## config.mk

```make
export PLATFORM = sky130hd
export DESIGN_NAME = stream_find_replace_unit_flat
export DESIGN_NICKNAME = d
export VERILOG_FILES = /design/src/hdl/sfr_pkg.sv /design/src/hdl/sfr_stream_if.sv /design/src/hdl/sfr_cell.sv /design/src/hdl/sfr_drain.sv /design/src/hdl/stream_find_replace_unit.sv /design/src/flat_wrapper.sv
export SDC_FILE = /design/constraint.sdc
export NUM_CORES = 1
export LEC_CHECK = 0
export ABC_AREA = 1
export BUFFER_PORTS_ARGS = -buffer_cell sky130_fd_sc_hd__buf_2
export CAP_MARGIN = 30
export CELL_PAD_IN_SITES_DETAIL_PLACEMENT = 1
export CELL_PAD_IN_SITES_GLOBAL_PLACEMENT = 1
export CORE_MARGIN = 1
export CORE_UTILIZATION = 49
export DETAILED_ROUTE_END_ITERATION = 16
export PLACE_DENSITY = 0.87
export SLEW_MARGIN = 0
export SYNTH_ARGS = -nofsm -noshare
export SYNTH_HDL_FRONTEND = slang
export SYNTH_SLANG_ARGS = --single-unit
```

## constraint.sdc

```tcl
create_clock -name clk_i -period 12.5 [get_ports clk_i]
set_input_delay 0 -clock clk_i [delete_from_list [all_inputs] [get_ports clk_i]]
set_output_delay 0 -clock clk_i [all_outputs]
set_load 0.02 [all_outputs]
```

## src/hdl/sfr_pkg.sv

```systemverilog
// Package for the stream find-and-replace unit: default sizes, register
// indexes and the control type shared by the window cells.
// No dependencies.
`default_nettype none

package sfr_pkg;

  localparam int unsigned MaxPatternDef     = 8;
  localparam int unsigned MaxReplacementDef = 8;

  localparam int unsigned CfgDataW  = 64;
  localparam int unsigned CfgIndexW = 2;
  localparam int unsigned CfgLenW   = 4;

  typedef logic [7:0] byte_t;

  // Configuration register indexes.
  typedef enum logic [CfgIndexW-1:0] {
    REG_PATTERN_BYTES      = 2'd0,
    REG_PATTERN_LENGTH     = 2'd1,
    REG_REPLACEMENT_BYTES  = 2'd2,
    REG_REPLACEMENT_LENGTH = 2'd3
  } cfg_reg_e;

  // Controls broadcast to every window cell.
  typedef struct packed {
    logic advance;  // a request is taken this cycle while the pattern length is not zero
    logic shift;    // full window did not match: move one place to the front
  } cell_ctrl_t;

endpackage : sfr_pkg

`default_nettype wire

```

## src/hdl/sfr_stream_if.sv

```systemverilog
// Valid/ready stream interfaces for the input and result channels of the
// stream find-and-replace unit. Depends on sfr_pkg.
`default_nettype none

interface sfr_in_if import sfr_pkg::*; ();
  logic  valid;
  logic  ready;
  byte_t data_byte;
  logic  final_byte;

  modport source (output valid, output data_byte, output final_byte, input ready);
  modport sink   (input valid, input data_byte, input final_byte, output ready);
endinterface : sfr_in_if

interface sfr_out_if import sfr_pkg::*; ();
  logic  valid;
  logic  ready;
  byte_t out_byte;
  logic  run_last;

  modport source (output valid, output out_byte, output run_last, input ready);
  modport sink   (input valid, input out_byte, input run_last, output ready);
endinterface : sfr_out_if

`default_nettype wire

```

## src/hdl/sfr_cell.sv

```systemverilog
// One window cell: holds a single unresolved byte, takes the incoming byte
// when it is the next free place, and compares against its pattern byte.
// Depends on sfr_pkg.
`default_nettype none

module sfr_cell import sfr_pkg::*; (
  input  wire        clk_i,
  input  cell_ctrl_t ctrl_i,
  input  wire        sel_new_i,
  input  byte_t      new_byte_i,
  input  byte_t      nbr_byte_i,
  input  byte_t      pat_byte_i,
  output byte_t      eff_byte_o,
  output logic       eq_o
);

  byte_t byte_q;

  assign eff_byte_o = sel_new_i ? new_byte_i : byte_q;
  assign eq_o       = (eff_byte_o == pat_byte_i);

  always_ff @(posedge clk_i) begin
    if (ctrl_i.advance) begin
      byte_q <= ctrl_i.shift ? nbr_byte_i : eff_byte_o;
    end
  end

endmodule : sfr_cell

`default_nettype wire

```

## src/hdl/sfr_drain.sv

```systemverilog
// Result drain: a shift chain loaded with all the bytes of one request and
// emptied one byte per accepted result. Depends on sfr_pkg.
`default_nettype none

module sfr_drain import sfr_pkg::*; #(
  parameter int unsigned Depth  = MaxPatternDef,
  parameter int unsigned CountW = $clog2(Depth + 1)
) (
  input  wire               clk_i,
  input  wire               rst_ni,
  input  wire               load_i,
  input  byte_t             load_bytes_i [Depth],
  input  wire  [CountW-1:0] load_count_i,
  input  wire               pop_i,
  output byte_t             head_o,
  output logic [CountW-1:0] count_o
);

  byte_t             slot_q [Depth];
  logic [CountW-1:0] count_q;

  assign head_o  = slot_q[0];
  assign count_o = count_q;

  always_ff @(posedge clk_i or negedge rst_ni) begin
    if (!rst_ni) begin
      count_q <= '0;
    end else if (load_i) begin
      count_q <= load_count_i;
    end else if (pop_i) begin
      count_q <= count_q - CountW'(1);
    end
  end

  always_ff @(posedge clk_i) begin
    if (load_i) begin
      slot_q <= load_bytes_i;
    end else if (pop_i) begin
      for (int k = 0; k < Depth - 1; k++) begin
        slot_q[k] <= slot_q[k+1];
      end
      slot_q[Depth-1] <= '0;
    end
  end

endmodule : sfr_drain

`default_nettype wire

```

## src/hdl/stream_find_replace_unit.sv

```systemverilog
// Top level of the stream find-and-replace unit.
// Depends on sfr_pkg, sfr_stream_if, sfr_cell and sfr_drain.
//
// The unit rewrites a byte stream, replacing every leftmost, non-overlapping
// occurrence of a configured pattern (up to MaxPattern bytes) with a
// configured replacement (up to MaxReplacement bytes). Unresolved bytes sit
// in a row of window cells, one byte per cell, each comparing its byte with
// its pattern byte; when the window is full and every cell agrees, the
// replacement is emitted and the window empties, otherwise the oldest byte
// leaves and the rest move one cell towards the front. A request flagged as
// the final byte flushes the window behind its own results. A pattern length
// of zero passes bytes straight through. All results of one request are
// loaded into a drain chain that hands out one byte per cycle while the
// receiver is ready, with run_last marking the final byte of the group. A
// request yielding at most one byte is taken every cycle while the receiver
// is ready; a larger group holds the input while it drains. A new request
// is taken in the same cycle that the last byte of the previous group is
// taken. Configuration is written through the plain write port while the
// unit is idle; writing the pattern length empties the window.
`default_nettype none

module stream_find_replace_unit import sfr_pkg::*; #(
  parameter int unsigned MaxPattern     = MaxPatternDef,
  parameter int unsigned MaxReplacement = MaxReplacementDef
) (
  input  wire                 clk_i,
  input  wire                 rst_ni,
  input  wire                 cfg_we_i,
  input  wire [CfgIndexW-1:0] cfg_index_i,
  input  wire [CfgDataW-1:0]  cfg_data_i,
  sfr_in_if.sink              in_i,
  sfr_out_if.source           out_o
);

  localparam int unsigned DrainDepth = (MaxPattern > MaxReplacement) ? MaxPattern
                                                                     : MaxReplacement;
  localparam int unsigned FillW  = $clog2(MaxPattern + 1);
  localparam int unsigned RlenW  = $clog2(MaxReplacement + 1);
  localparam int unsigned CountW = $clog2(DrainDepth + 1);

  // Configuration registers.
  logic [CfgDataW-1:0] pat_bytes_q, repl_bytes_q;
  logic [CfgLenW-1:0]  pat_len_q, repl_len_q;

  // Number of bytes currently held in the window.
  logic [FillW-1:0] fill_q, fill_d;

  logic [FillW-1:0] plen, fill_p1;
  logic [RlenW-1:0] rlen;
  logic             accept, pass_through, full, match, shift_win;
  cell_ctrl_t       cell_ctrl;

  byte_t            eff_byte [MaxPattern];
  logic             eq_cell  [MaxPattern];
  logic [MaxPattern-1:0] cell_ok;

  byte_t             load_bytes [DrainDepth];
  logic [CountW-1:0] load_count, drain_count;
  byte_t             drain_head;
  logic              pop;

  // Oversized lengths are clamped to the sizes built.
  assign plen = (pat_len_q > CfgLenW'(MaxPattern)) ? FillW'(MaxPattern) : FillW'(pat_len_q);
  assign rlen = (repl_len_q > CfgLenW'(MaxReplacement)) ? RlenW'(MaxReplacement)
                                                         : RlenW'(repl_len_q);

  // Handshakes: the drain must be empty, or hand out its last byte now.
  assign out_o.valid    = (drain_count != '0);
  assign out_o.out_byte = drain_head;
  assign out_o.run_last = (drain_count == CountW'(1));
  assign pop            = out_o.valid && out_o.ready;
  assign in_i.ready     = (drain_count == '0) || ((drain_count == CountW'(1)) && out_o.ready);
  assign accept         = in_i.valid && in_i.ready;

  assign pass_through = (plen == '0);
  assign fill_p1      = fill_q + FillW'(1);
  assign full         = !pass_through && (fill_p1 == plen);
  assign match        = &cell_ok;
  assign shift_win    = full && !match;

  assign cell_ctrl.advance = accept && !pass_through;
  assign cell_ctrl.shift   = shift_win;

  // Row of window cells; each hands its byte to the cell in front on a shift.
  for (genvar k = 0; k < MaxPattern; k++) begin : g_cell
    byte_t nbr;
    if (k == MaxPattern - 1) begin : g_tail
      assign nbr = '0;
    end else begin : g_mid
      assign nbr = eff_byte[k+1];
    end

    sfr_cell u_cell (
      .clk_i      (clk_i),
      .ctrl_i     (cell_ctrl),
      .sel_new_i  (fill_q == FillW'(k)),
      .new_byte_i (in_i.data_byte),
      .nbr_byte_i (nbr),
      .pat_byte_i (pat_bytes_q[8*k +: 8]),
      .eff_byte_o (eff_byte[k]),
      .eq_o       (eq_cell[k])
    );

    // Cells beyond the pattern length take no part in the comparison.
    assign cell_ok[k] = eq_cell[k] || (FillW'(k) >= plen);
  end

  // Result group: the replacement on a match, else the window contents
  // (the oldest byte first, which is the new byte itself in pass-through).
  for (genvar j = 0; j < DrainDepth; j++) begin : g_load
    byte_t win_b, rep_b;
    if (j < MaxPattern) begin : g_win
      assign win_b = eff_byte[j];
    end else begin : g_win_pad
      assign win_b = '0;
    end
    if (j < MaxReplacement) begin : g_rep
      assign rep_b = repl_bytes_q[8*j +: 8];
    end else begin : g_rep_pad
      assign rep_b = '0;
    end
    assign load_bytes[j] = (full && match) ? rep_b : win_b;
  end

  always_comb begin
    priority if (pass_through) begin
      load_count = CountW'(1);
    end else if (full && match) begin
      load_count = CountW'(rlen);
    end else if (full) begin
      load_count = in_i.final_byte ? CountW'(plen) : CountW'(1);
    end else begin
      load_count = in_i.final_byte ? CountW'(fill_p1) : '0;
    end
  end

  always_comb begin
    fill_d = fill_q;
    priority if (cfg_we_i && (cfg_reg_e'(cfg_index_i) == REG_PATTERN_LENGTH)) begin
      fill_d = '0;
    end else if (accept && !pass_through) begin
      priority if ((full && match) || in_i.final_byte) begin
        fill_d = '0;
      end else if (full) begin
        fill_d = fill_q;
      end else begin
        fill_d = fill_p1;
      end
    end else begin
      fill_d = fill_q;
    end
  end

  sfr_drain #(
    .Depth  (DrainDepth),
    .CountW (CountW)
  ) u_drain (
    .clk_i        (clk_i),
    .rst_ni       (rst_ni),
    .load_i       (accept),
    .load_bytes_i (load_bytes),
    .load_count_i (load_count),
    .pop_i        (pop),
    .head_o       (drain_head),
    .count_o      (drain_count)
  );

  always_ff @(posedge clk_i or negedge rst_ni) begin
    if (!rst_ni) begin
      fill_q <= '0;
    end else begin
      fill_q <= fill_d;
    end
  end

  always_ff @(posedge clk_i or negedge rst_ni) begin
    if (!rst_ni) begin
      pat_bytes_q  <= '0;
      pat_len_q    <= '0;
      repl_bytes_q <= '0;
      repl_len_q   <= '0;
    end else if (cfg_we_i) begin
      unique case (cfg_reg_e'(cfg_index_i))
        REG_PATTERN_BYTES:      pat_bytes_q  <= cfg_data_i;
        REG_PATTERN_LENGTH:     pat_len_q    <= cfg_data_i[CfgLenW-1:0];
        REG_REPLACEMENT_BYTES:  repl_bytes_q <= cfg_data_i;
        REG_REPLACEMENT_LENGTH: repl_len_q   <= cfg_data_i[CfgLenW-1:0];
        default: ;
      endcase
    end
  end

endmodule : stream_find_replace_unit

`default_nettype wire

```

## src/flat_wrapper.sv

```systemverilog
// flat-port wrapper written by rule: the top's interface ports become plain ports
module stream_find_replace_unit_flat import sfr_pkg::*;
#(
  parameter int unsigned MaxPattern     = MaxPatternDef,
  parameter int unsigned MaxReplacement = MaxReplacementDef
)
  (clk_i, rst_ni, cfg_we_i, cfg_index_i, cfg_data_i, in_i_valid, in_i_data_byte, in_i_final_byte, in_i_ready, out_o_valid, out_o_out_byte, out_o_run_last, out_o_ready);
  sfr_in_if in_i_i ();
  sfr_out_if out_o_i ();
  input  wire clk_i;
  input  wire rst_ni;
  input  wire cfg_we_i;
  input  wire [CfgIndexW-1:0] cfg_index_i;
  input  wire [CfgDataW-1:0] cfg_data_i;
  input wire logic [$bits(in_i_i.valid)-1:0] in_i_valid;
  input wire logic [$bits(in_i_i.data_byte)-1:0] in_i_data_byte;
  input wire logic [$bits(in_i_i.final_byte)-1:0] in_i_final_byte;
  output wire logic [$bits(in_i_i.ready)-1:0] in_i_ready;
  output wire logic [$bits(out_o_i.valid)-1:0] out_o_valid;
  output wire logic [$bits(out_o_i.out_byte)-1:0] out_o_out_byte;
  output wire logic [$bits(out_o_i.run_last)-1:0] out_o_run_last;
  input wire logic [$bits(out_o_i.ready)-1:0] out_o_ready;
  assign in_i_i.valid = in_i_valid;
  assign in_i_i.data_byte = in_i_data_byte;
  assign in_i_i.final_byte = in_i_final_byte;
  assign in_i_ready = in_i_i.ready;
  assign out_o_valid = out_o_i.valid;
  assign out_o_out_byte = out_o_i.out_byte;
  assign out_o_run_last = out_o_i.run_last;
  assign out_o_i.ready = out_o_ready;
  stream_find_replace_unit #(.MaxPattern(MaxPattern), .MaxReplacement(MaxReplacement)) u_core (.clk_i(clk_i), .rst_ni(rst_ni), .cfg_we_i(cfg_we_i), .cfg_index_i(cfg_index_i), .cfg_data_i(cfg_data_i), .in_i(in_i_i), .out_o(out_o_i));
endmodule
```

Yosys cells after proc, flatten, opt, wreduce, memory -nomap -nowiden
Cells that the tools add are included.
- output and inout bits: 11
- word-level logic and storage cells: 126
- input port bits: 80
- bits in writable memories: 0
- memories kept: 0
- register bits: 272
- memory bits (read-only): 0
- bits in latches: 0
- shift operators: 0
- muxes and demuxes: 38
- add/sub/neg operators: 2
- $lt $le $gt $ge: 10
- multiply operators: 0
- reductions and logical operators: 33
- eq/ne operators: 21
- bitwise logic cells: 0
- divide/modulo/power cells: 0
- operators with widths (cell ; count):
    8-bit 2-to-1 mux ; 23
    64-bit 2-to-1 mux ; 2
    8-bit == test ; 8
    4-bit 2-to-1 mux ; 13
    4-bit by 3-bit == test with 1-bit output (second input constant) ; 4
    3-bit by 4-bit >= comparator with 1-bit output (first input constant) ; 4
    4-bit zero test ; 3
    1-bit logical OR ; 10
    2-bit AND reduction ; 5
    4-bit by 1-bit == test with 1-bit output (second input constant) ; 2
    4-bit by 2-bit == test with 1-bit output (second input constant) ; 2
    1-bit by 4-bit >= comparator with 1-bit output (first input constant) ; 2
    2-bit by 4-bit >= comparator with 1-bit output (first input constant) ; 2
    4-bit > comparator (second input constant) ; 2
    1-bit logical AND ; 8
    8-bit AND reduction ; 1
    4-bit by 1-bit adder with 4-bit output (second input constant) ; 1
    2-bit == test (second input constant) ; 2
    4-bit == test ; 1
    2-bit nonzero test ; 2
    4-bit nonzero test ; 1
    4-bit by 1-bit subtractor with 4-bit output (second input constant) ; 1
    3-bit != test (second input constant) ; 1
    2-bit by 1-bit == test with 1-bit output (second input constant) ; 1
    2 further kinds ; 3

Logic depth before layout (Yosys ltp)
Gate-level depths: netlist (run 1).
- word-level depth: 10
- mapped depth: 23
- mapped depth without buffers: 20

By module
Synthesis (run 1) repeated with hierarchy kept, for this count alone.
- cell total of the unflattened synthesis: 1951
- area total of the unflattened synthesis: 14924.3 um^2
- modules (own cells, without submodules) (module ; sequential area each (um^2) ; cells an instance ; instances ; area an instance (um^2)):
    stream_find_replace_unit ; 3503.4 ; 859 ; 1 ; 6645.1
    sfr_cell ; 240.2 ; 99 ; 8 ; 658.1
    sfr_drain ; 2021.9 ; 300 ; 1 ; 3014.1

Worst setup path before layout (run 1)
OpenSTA, ideal clock, no wires.
- path kind: register to register
- start: register u_core.u_drain.count_q[1], in the netlist u_core.u_drain.count_o[1]
- end: register u_core.fill_q[1]
- period minus slack after synthesis: 5.253 ns
- cell stages (with the launch flop): 12
- path buffers: 0
- data required time: 12.363 ns
- setup time: 0.137 ns
- path slack: 7.247 ns
- arrival: 5.115 ns
- path through: dfrtp_1 -> inv_1 -> ha_1 -> nand2_1 -> nor2_1 -> nand2_1 -> nand2_1 -> nand2_1 -> nor2_1 -> nand2_1 -> nand3_1 -> o21ai_0
- RTL lines (item ; line ; source):
    start, declared ; sfr_drain.sv:20 ; logic [CountW-1:0] count_q;
    start signal, assigned ; sfr_drain.sv:29 ; count_q <= load_count_i;
    start signal, assigned ; sfr_drain.sv:31 ; count_q <= count_q - CountW'(1);
    end signal, assigned ; stream_find_replace_unit.sv:172 ; fill_q <= fill_d;
    end, declared ; stream_find_replace_unit.sv:46 ; logic [FillW-1:0] fill_q, fill_d;

Final worst setup path (run 1)
- start: register u_core.fill_q[1]
- end: register u_core.g_cell[3].u_cell.byte_q[3], data pin
- cells in the longest elaborated chain, start to end: 8
- elaborated cells between the ends (all ways): 39
- those cells by class: 1 x add/sub; 16 x eq/ne; 9 x mux; 13 x reduce/logical
- ends and longest elaborated chain (item ; line ; source):
    4-bit by 1-bit == test with 1-bit output (tied with other cells) ; stream_find_replace_unit.sv:96 ; .sel_new_i (fill_q == FillW'(k)),
    8-bit 2-to-1 mux ; sfr_cell.sv:19 ; assign eff_byte_o = sel_new_i ? new_byte_i : byte_q;
    8-bit == test ; sfr_cell.sv:20 ; assign eq_o = (eff_byte_o == pat_byte_i);
    1-bit logical OR ; stream_find_replace_unit.sv:105 ; assign cell_ok[k] = eq_cell[k] || (FillW'(k) >= plen);
    8-bit AND reduction ; stream_find_replace_unit.sv:78 ; assign match = &cell_ok;
    1-bit zero test ; stream_find_replace_unit.sv:79 ; assign shift_win = full && !match;
    1-bit logical AND ; stream_find_replace_unit.sv:79 ;
    8-bit 2-to-1 mux (*) ; sfr_cell.sv:24 ; byte_q <= ctrl_i.shift ? nbr_byte_i : eff_byte_o;
    end signal, assigned ; sfr_cell.sv:24 ;
    end, declared ; sfr_cell.sv:17 ; byte_t byte_q;
Mark *: on every way between the ends. The rest lies on a longest branch, timed or not.
A chain may end at the register's enable or synchronous reset.

==> flow_metrics.tcl, run 1 <==
set metrics [dict create \
    p_sw_share_pct 31.0 \
    outcome "finished, final reports clean" \
    rr_worst_depth 19 \
    drc 0 \
    crit_arrival_ns 5.15 \
    p_switching_mw 0.815 \
    layout-drive-gt1-share_pct 9.24 \
    crit_cells 19 \
    leakagePower_nw 8.18 \
    layout_common_cells "nand2_1, o21ai_0, inv_1, dfrtp_1, edfxtp_1" \
    fp.dieW_um 173 \
    wirelength_um 47200 \
    clkSlewWorstSetupHoldPaths_ns 0.06 \
    critical_path.max_fanout 87 \
    stdcell_count 2331 \
    crit_path_end "u_core.g_cell[3].u_cell.byte_q[3]$_DFFE_PP_" \
    worst_pin_slew_ns 0.999 \
    die_h_um 173 \
    initial_core_util_pct 49.8 \
    dp_hpwl_um 30800 \
    wl_per_cell_um 20.2 \
    place_inst 2202 \
    fin_worst_hold_slack_ns 0.0260 \
    worstHoldPathType "input port to asynchronous set/reset pin" \
    min_period_over_period_pct 38.8 \
    tns_ns 0 \
    reg2reg_slack_ns 7.65 \
    grt_max_degree 88 \
    netlist_area_sq_um 14300 \
    rsz0062_at_grt "false" \
    cpMaxStageDelayCell "nand2_4" \
    path_class "register to register" \
    ys_warn_count 0 \
    syn_inst 1814 \
    fin_area_sq_um 16600 \
    die_area_sq_um 29900 \
    cts_buffers 31 \
    dpl_cell_area_sq_um 14900 \
    setup_viol 0 \
    cts-resized-gates 0 \
    io_pins 91 \
    cp_common_cell "nand2_1" \
    grt_usage_pct 32.1 \
    clk_path_buf_depth 3 \
    synthToLayoutAreaGrowth_pct 16.4 \
    io_buffers 90 \
    clock_latency_ns 0.58 \
    p_clk_share_pct 35.9 \
    pwr-share-seq_pct 45.3 \
    power_mw 2.63 \
    clock_sinks 272 \
    end_kind "register" \
    drtPass1Iterations 5 \
    p_int_mw 1.81 \
    grt_overflow 0 \
    min_period_ns 4.85 \
    required_ns 12.79 \
    synth_nets 1900 \
    drt-vias-per-instance 5.57 \
    cp_cell_sequence "inv_1 -> ha_1 -> nand3_1 -> inv_1 -> nand2_1 -> nand2_1 -> nand2_1 -> nand2_1 -> nand2_1 -> nor2_1 -> nand2_1 -> nand2_1 -> nand2_1 -> nor2_4 -> nand2_4 -> nand2_4 -> inv_2 -> nand2_1 -> o21ai_0" \
    vias 13000 \
    hold_viol 0 \
    power.density_nw_per_um2 158 \
    core_sq_um 28700 \
    comb_power_share_pct 18.8 \
    path_buf_inv 3 \
    critical_path.reg2reg.startpoint "u_core.fill_q[1]$_DFFE_PN0P_" \
    ant_nets 0 \
    slew_headroom_pct 33.4 \
    crit_start "u_core.fill_q[1]$_DFFE_PN0P_" \
    h-tree-depth 1 \
    yosysSeqAreaShare_pct 52.1 \
    tritoncts "yes" \
    max-cap-violations 0 \
    grt_pass1_wl_um 75300 \
    worst_path_largest_cell_delay_ns 0.68 \
    cts_root_buf "clkbuf_16" \
    initialDrtViolationCount 1007 \
    n_antenna_cell 0 \
    antenna_found_initial 0 \
    synth_area_per_cell_sq_um 7.88 \
    vdd_drop_max_uv 98.1 \
    yosysUniqueCellTypes 30 \
    gp_congestion 0.883 \
    rr_endpoint "u_core.g_cell[3].u_cell.byte_q[3]$_DFFE_PP_" \
    num_rows 62 \
    startpoint_type "register" \
    drv_slew 0 \
    skew_ns 0.0153 \
    cp_top_family "simple AND/OR/NAND/NOR gates" \
    clock.fmax_ghz 0.206 \
    mostFrequentLayoutCell "nand2_1" \
    design.final.nets 2008 \
    grt_pass1_vias 13700 \
    synth_seq_cells 272 \
]
==> per-stage QoR <==
stage,worst slack (ns),util [%]
detailed placement,7.83,51.8
global route,7.25,58.0
finish,7.65,58.0
CTS,7.77,58.0
floorplan,7.25,-
global placement,8.03,51.6
==> Yosys cell counts <==
cell type  count  area (sq um)
buf_6          6          67.6
nand3_2        1          10.0
dfrtp_1      144          3600
nand4_1       16           100
ha_1           6          75.1
nor2_8         1          20.0
buf_4         24           180
inv_1        203           762
edfxtp_1     128          3840
nor2_4         4          45.0
o21ai_1       71           355
nor2_1       109           409
a211oi_2       3          37.5
xor2_1         4          35.0
nand2_4        2          22.5
o211ai_2       2          25.0
o21ai_2        1          8.76
nand3_1       91           455
nand3b_1      29           218
buf_2         12          60.1
or2_2          1          6.26
a21oi_1       11          55.1
nor4_4         1          21.3
nand3_4        2          35.0
inv_2          4          15.0
o21a_1         1          7.51
clkbuf_1      55           206
a31oi_1        7          43.8
o21ai_0      230          1150
nand2_1      645          2420
==> power by group through the flow <==
| stage | sequential (mW) | combinational (mW) | clock, mW |
|---|---|---|---|
| finish | 1.19 | 0.494 | 0.942 |
| global route | 1.20 | 0.556 | 0.984 |
| CTS | 1.19 | 0.490 | 0.951 |
| detailed placement | 1.20 | 0.463 | 0 |
| global placement | 1.19 | 0.431 | 0 |
| floorplan | 1.16 | 0.330 | 0 |
==> layer usage <==
layer  share of wire, %  vias up  track usage (%)  wire length (um)
met5                  0        -                0                 0
met2                 50      390             57.1             23800
met4                3.8        0             11.8              1780
met3                4.7      104             3.69              2240
li1                   -     6054                -                 -
met1                 41     6444             40.1             19400
==> cell families (layout without fill, tap and decap cells) <==
group,Yosys count,in the layout,synth area share [%]
AND/OR/NAND/NOR,902,902,26.3
AO/OA/AOI/OAI,326,326,11.8
buffers and inverters,304,437,9.03
flip-flops,272,272,52.1
adder cells (fa/ha/maj),6,6,0.525
XOR/XNOR,4,4,0.245
==> what timing repair did <==
action / CTS / global route
endpoints found under the setup margin: 0 / 0
endpoints found under the hold margin: 222 / 0
setup buffers: 0 / 0
hold buffers: 71 / 0
==> state kept, by name, indices dropped and copies added, names as in the netlist <==
name and cells:
u_core.g_cell.u_cell.byte_q 64, u_core.pat_len_q 4, u_core.u_drain.slot_q 56, u_core.fill_q 4, u_core.repl_bytes_q 64, u_core.pat_bytes_q 64
u_core.u_drain.count_o 4, u_core.repl_len_q 4, u_core.u_drain.head_o 8
==> worst register-to-register path, cell delays in order (launching register included) <==
cell	delay [ns]
dfrtp_1	0.43
inv_1	0.12
ha_1	0.52
nand3_1	0.49
inv_1	0.36
nand2_1	0.11
nand2_1	0.14
nand2_1	0.08
nand2_1	0.07
nand2_1	0.06
nor2_1	0.13
nand2_1	0.07
nand2_1	0.06
nand2_1	0.12
nor2_4	0.23
nand2_4	0.11
nand2_4	0.68
inv_2	0.53
nand2_1	0.18
o21ai_0	0.09
==> worst min path at each step <==
stage,startpoint,end,slack [ns]
after floorplan,rst_ni,u_core.fill_q[0]$_DFFE_PN0P_,-0.30
after global placement,rst_ni,u_core.repl_bytes_q[21]$_DFFE_PN0P_,0.07
after detailed placement,rst_ni,u_core.repl_bytes_q[22]$_DFFE_PN0P_,0.07
after CTS,in_i_data_byte[5],u_core.g_cell[4].u_cell.byte_q[5]$_DFFE_PP_,0.03
after global routing,in_i_data_byte[5],u_core.g_cell[4].u_cell.byte_q[5]$_DFFE_PP_,0.06
final,rst_ni,u_core.repl_bytes_q[19]$_DFFE_PN0P_,0.03
==> final cells by class <==
class | count | area [sq um]
Fill cell | 3474 | 12100
Tap cell | 384 | 480
Timing Repair Buffer | 172 | 1290
Clock inverter | 15 | 143
Multi-Input combinational cell | 1238 | 5590
Inverter | 207 | 777
Clock buffer | 43 | 915
Sequential cell | 272 | 7450
Power figures use the tool's default switching activity.
==> inputs of run 2 (changes only) <==
--- a/config.mk
+++ b/config.mk
@@ -11,9 +11,9 @@
 export CELL_PAD_IN_SITES_DETAIL_PLACEMENT = 1
 export CELL_PAD_IN_SITES_GLOBAL_PLACEMENT = 1
 export CORE_MARGIN = 1
-export CORE_UTILIZATION = 49
+export CORE_UTILIZATION = 46
 export DETAILED_ROUTE_END_ITERATION = 16
-export PLACE_DENSITY = 0.87
+export PLACE_DENSITY = 0.82
 export SLEW_MARGIN = 0
 export SYNTH_ARGS = -nofsm -noshare
 export SYNTH_HDL_FRONTEND = slang
==> constraint.sdc (replaced) <==
create_clock -name clk_i -period 4.9 [get_ports clk_i]
set_input_delay 0 -clock clk_i [delete_from_list [all_inputs] [get_ports clk_i]]
set_output_delay 0 -clock clk_i [all_outputs]
set_load 0.02 [all_outputs]
==> run 2 against run 1 <==
Compared with the run above:
- clock power rose to 2.5 times the previous value
- global-route usage fell by 2.5 points
- clock-buffer cell count fell by 1
- wire length fell by 2.9%
- via count fell by 1.8%
==> flow_metrics.tcl, run 2 (synthesis gave the netlist of run 1 again) <==
set metrics [dict create \
    layout-drive-gt1-share_pct 9.33 \
    path_class "register to register" \
    required_ns 5.19 \
    drt-vias-per-instance 5.44 \
    path_buf_inv 3 \
    cp_top_family "simple AND/OR/NAND/NOR gates" \
    clk_path_buf_depth 3 \
    vias 12800 \
    preCtsSetupSlack_ns 0.629 \
    grt_pass1_vias 13400 \
    power.density_nw_per_um2 400 \
    worst_path_largest_cell_delay_ns 0.48 \
    synthToLayoutAreaGrowth_pct 16.8 \
    io_buffers 90 \
    skew_ns 0.0212 \
    grt_usage_pct 29.6 \
    clock_sinks 272 \
    antenna_found_initial 0 \
    grt_max_degree 69 \
    layout_common_cells "nand2_1, o21ai_0, inv_1, dfrtp_1, edfxtp_1" \
    worstHoldPathType "input port to register" \
    crit_start "u_core.fill_q[0]$_DFFE_PN0P_" \
    cpMaxStageDelayCell "nand3_1" \
    rsz0062_at_grt "false" \
    startpoint_type "register" \
    cts-resized-gates 0 \
    cts_root_buf "clkbuf_16" \
    min_period_over_period_pct 88.9 \
    crit_arrival_ns 4.65 \
    initial_core_util_pct 46.7 \
    drtPass1Iterations 5 \
    vdd_drop_max_uv 341 \
    min_period_ns 4.36 \
    ant_nets 0 \
    num-fill-cells 3739 \
    grt_overflow 0 \
    grt_pass1_wl_um 72200 \
    max-cap-violations 0 \
    die_area_sq_um 31800 \
    tns_ns 0 \
    fin_worst_hold_slack_ns 0.0616 \
    clkSlewWorstSetupHoldPaths_ns 0.07 \
    wl_per_cell_um 19.5 \
    wirelength_um 45800 \
    gp_congestion 0.879 \
    n_antenna_cell 0 \
    tritoncts "yes" \
    num_rows 64 \
    io_pins 91 \
    critical_path.max_fanout 48 \
    slew_headroom_pct 40.8 \
    die_h_um 178 \
    outcome "finished, final reports clean" \
    dp_hpwl_um 31600 \
    leakagePower_nw 8.20 \
    h-tree-depth 1 \
    fin_area_sq_um 16700 \
    reg_top3 "u_core.g_cell.u_cell.byte_q: 64 flops, u_core.pat_bytes_q: 64 flops, u_core.repl_bytes_q: 64 flops" \
    hold_viol 0 \
    critical_path.reg2reg.startpoint "u_core.fill_q[0]$_DFFE_PN0P_" \
    clock_latency_ns 0.57 \
    cts_setup_buffers 0 \
    cp_cell_sequence "inv_1 -> ha_1 -> nand3_1 -> inv_1 -> nand2_1 -> nand2_1 -> nand2_1 -> nand2_1 -> nand2_1 -> nor2_1 -> nand2_1 -> nand2_1 -> nand2_1 -> nor2_4 -> nand2_4 -> nand2_4 -> buf_4 -> o21ai_0" \
    cts_hold_buf 70 \
    worst_pin_slew_ns 0.885 \
    end_kind "register" \
    mostFrequentLayoutCell "nand2_1" \
    design.final.nets 2013 \
    drv_slew 0 \
    fp.dieW_um 178 \
    drc 0 \
    core_sq_um 30600 \
    worst_slack_ns 0.544 \
    cts_buffers 31 \
    dpl_cell_area_sq_um 14900 \
    cp_common_cell "nand2_1" \
    setup_viol 0 \
    hold_start "in_i_data_byte[7]" \
    clock.fmax_ghz 0.230 \
    initialDrtViolationCount 767 \
]
## run 2: cell type report
type                       count  area (sq um)  area share (%)
inverter                     207           777            4.66
tap                          396           495            2.97
clock buffer                  42           867            5.19
multi-input combinational   1238          5590            33.5
clock inverter                15           174            1.04
sequential                   272          7450            44.6
timing repair buffer         177          1340            8.04
## run 2: power breakdown
group          internal, mW  switching, mW
sequential             2.79          0.242
clock                  1.44          0.961
combinational         0.419          0.816
total                  4.65           2.02
## run 2: per-layer routing
metal  vias up  share of wire (%)  GRT usage (%)
li1       6073                  -              -
met1      6318                 43           36.7
met2       285                 50           53.9
met3        87                3.5           2.56
met4         0                3.5           9.96
met5         -                  0              0
## run 2: worst min-delay path: stages
cell and delay (ns):
buf_2 0.21, nand2_1 0.16, a31oi_1 0.09
## run 2: metrics by stage
stage	utilization, %	total power [mW]	instances
after floorplan	-	3.80	1814
after global placement	48.7	4.17	2218
after detailed placement	48.9	4.25	2220
after CTS	54.6	6.69	2347
after global routing	54.6	6.96	2347
final	54.6	6.67	2347
## run 2: path summary, 6_finish.rpt
kind | end | slack [ns] | depth (start not counted)
min reg2reg | u_core.repl_bytes_q[61]$_DFFE_PN0P_ | 0.48 | 2
min | u_core.g_cell[5].u_cell.byte_q[7]$_DFFE_PP_ | 0.06 | 3
max reg2reg | u_core.g_cell[6].u_cell.byte_q[5]$_DFFE_PP_ | 0.54 | 18
min in group asynchronous | u_core.repl_bytes_q[28]$_DFFE_PN0P_ | 0.16 | 3
max in group asynchronous | u_core.repl_bytes_q[30]$_DFFE_PN0P_ | 3.66 | 3
max | u_core.g_cell[6].u_cell.byte_q[5]$_DFFE_PP_ | 0.54 | 18
==> inputs of run 3 (changes only) <==
--- a/config.mk
+++ b/config.mk
@@ -11,9 +11,11 @@
 export CELL_PAD_IN_SITES_DETAIL_PLACEMENT = 1
 export CELL_PAD_IN_SITES_GLOBAL_PLACEMENT = 1
 export CORE_MARGIN = 1
-export CORE_UTILIZATION = 46
+export CORE_UTILIZATION = 47
+export CTS_BUF_LIST = sky130_fd_sc_hd__clkbuf_2 sky130_fd_sc_hd__clkbuf_4 sky130_fd_sc_hd__clkbuf_8
+export CTS_CLUSTER_DIAMETER = 200
 export DETAILED_ROUTE_END_ITERATION = 16
-export PLACE_DENSITY = 0.82
+export PLACE_DENSITY = 0.84
 export SLEW_MARGIN = 0
 export SYNTH_ARGS = -nofsm -noshare
 export SYNTH_HDL_FRONTEND = slang
==> run 3 against run 2 <==
Compared with the run above:
- the run now ends with hold timing left
- first-iteration DRC count rose by 13%
- wire length rose by 2.6%
- critical path depth rose by 2
- global-route usage rose by 1.3 points
==> flow_metrics.tcl, run 3 (synthesis gave the netlist of run 1 again) <==
set metrics [dict create \
    antenna_found_initial 0 \
    grt_usage_pct 31.0 \
    vdd_drop_max_uv 225 \
    p_int_mw 4.53 \
    drv_slew 0 \
    fp.dieW_um 176 \
    cts-resized-gates 0 \
    layout-drive-gt1-share_pct 11.3 \
    io_buffers 90 \
    violations "hold timing" \
    path_class "register to register" \
    critical_path.max_fanout 44 \
    hold_viol 12 \
    pwr-share-seq_pct 45.8 \
    multi_input_area_sq_um 5590 \
    max-cap-violations 0 \
    outcome "finished with violations" \
    initial_core_util_pct 48.0 \
    design.final.nets 2034 \
    slew_headroom_pct 40.5 \
    core_sq_um 29800 \
    cts_buffers 48 \
    io_pins 91 \
    worst_slack_ns 0.359 \
    p_switching_mw 2.08 \
    power_mw 6.62 \
    end_kind "register" \
    min_period_ns 4.54 \
    layout.area.seq_sq_um 7450 \
    power.density_nw_per_um2 395 \
    comb_power_share_pct 19.2 \
    tns_ns 0 \
    dp_hpwl_um 31600 \
    drtPass1Iterations 5 \
    cts_root_buf "clkbuf_8" \
    cp_top_family "simple AND/OR/NAND/NOR gates" \
    cts_hold_buf 72 \
    die_area_sq_um 31100 \
    clock_sinks 272 \
    place_inst 2216 \
    grt_pass1_wl_um 74500 \
    fin_area_sq_um 16700 \
    grt_overflow 0 \
    h-tree-depth 2 \
    cp_cell_sequence "inv_1 -> ha_1 -> nand3_1 -> inv_1 -> nand2_1 -> nand2_1 -> nand2_1 -> nand2_1 -> nand2_1 -> nor2_1 -> nand2_1 -> nand2_1 -> nand2_1 -> nor2_4 -> nand3_4 -> buf_12 -> nand2_1 -> nand3_1 -> dlygate4sd3_1 -> a21oi_1" \
    num_rows 63 \
    stdcell_count 2378 \
    gp_congestion 0.911 \
    preCtsSetupSlack_ns 0.642 \
    rsz0062_at_grt "false" \
    dpl_cell_area_sq_um 15000 \
    ant_nets 0 \
    finalCoreUtilization_pct 56.2 \
    fin_worst_hold_slack_ns -0.0297 \
    min_period_over_period_pct 92.7 \
    layout_common_cells "nand2_1, o21ai_0, inv_1, dfrtp_1, edfxtp_1" \
    vias 13000 \
    tritoncts "yes" \
    p_clk_share_pct 35.1 \
    worst_pin_slew_ns 0.883 \
    wl_per_cell_um 19.8 \
    cpMaxStageDelayCell "dlygate4sd3_1" \
    crit_arrival_ns 5.03 \
    synthToLayoutAreaGrowth_pct 17.1 \
    num-fill-cells 3617 \
    startpoint_type "register" \
    clock_latency_ns 0.59 \
    n_antenna_cell 0 \
    clk_path_buf_depth 3 \
    worst_path_largest_cell_delay_ns 0.57 \
    reg_top3 "u_core.g_cell.u_cell.byte_q: 64 flops, u_core.pat_bytes_q: 64 flops, u_core.repl_bytes_q: 64 flops" \
    cts_setup_buffers 0 \
    required_ns 5.39 \
    drc 0 \
    mostFrequentLayoutCell "nand2_1" \
    clkSlewWorstSetupHoldPaths_ns 0.07 \
    cp_common_cell "nand2_1" \
    initialDrtViolationCount 863 \
    path_buf_inv 4 \
    grt_pass1_vias 13600 \
    drt-vias-per-instance 5.49 \
    grt_max_degree 80 \
    p_sw_share_pct 31.5 \
    clock.fmax_ghz 0.220 \
    wirelength_um 47000 \
    die_h_um 176 \
    skew_ns 0.0314 \
    worstHoldPathType "input port to asynchronous set/reset pin" \
    leakagePower_nw 8.28 \
    setup_viol 0 \
]
[run 3: changes by cell type in the layout (fill, tap and decap cells not counted), sizes merged]
cell         change
inv              +1
clkinv           -2
clkinvlp         -1
dlygate4sd3      +2
clkbuf          +38
buf              +2
bufinv           -3
[run 3: worst paths after layout]
path                                                               endpoint  cells after the start  slack, ns                           startpoint
worst max-delay path                  u_core.u_drain.count_o[1]$_DFFE_PN0P_                     20       0.36         u_core.fill_q[0]$_DFFE_PN0P_
worst min-delay path                     u_core.pat_bytes_q[21]$_DFFE_PN0P_                      2      -0.03                               rst_ni
worst max register to register        u_core.u_drain.count_o[1]$_DFFE_PN0P_                     20       0.36         u_core.fill_q[0]$_DFFE_PN0P_
worst min register to register          u_core.repl_bytes_q[44]$_DFFE_PN0P_                      2       0.49  u_core.repl_bytes_q[44]$_DFFE_PN0P_
max in group asynchronous               u_core.repl_bytes_q[19]$_DFFE_PN0P_                      3       4.02                               rst_ni
min in group clk_i              u_core.g_cell[4].u_cell.byte_q[5]$_DFFE_PP_                      3       0.06                    in_i_data_byte[5]
[run 3: cell type report]
cell class	instances	area share [%]
clock buffers	80	5.87
well taps	390	2.91
repair buffers	181	8.27
flip-flops and latches	272	44.5
clock inverters	10	0.456
inverters	207	4.64
multi-input cells	1238	33.4
[run 3: power by group through the flow]
stage / Combinational (mW) / Clock (mW) / Sequential [mW]
floorplan: 0.841 / 0 / 2.96
global placement: 1.12 / 0 / 3.04
detailed placement: 1.19 / 0 / 3.06
CTS: 1.26 / 2.33 / 3.02
global route: 1.43 / 2.43 / 3.06
finish: 1.27 / 2.32 / 3.03
[run 3: layer usage]
metal / share of wire, % / GRT usage [%] / vias up / wire length (um)
li1: - / - / 6113 / -
met1: 42 / 39.4 / 6436 / 19800
met2: 50 / 54.1 / 380 / 23400
met3: 4.5 / 3.57 / 117 / 2090
met4: 3.4 / 11.5 / 0 / 1600
met5: 0 / 0 / - / 0
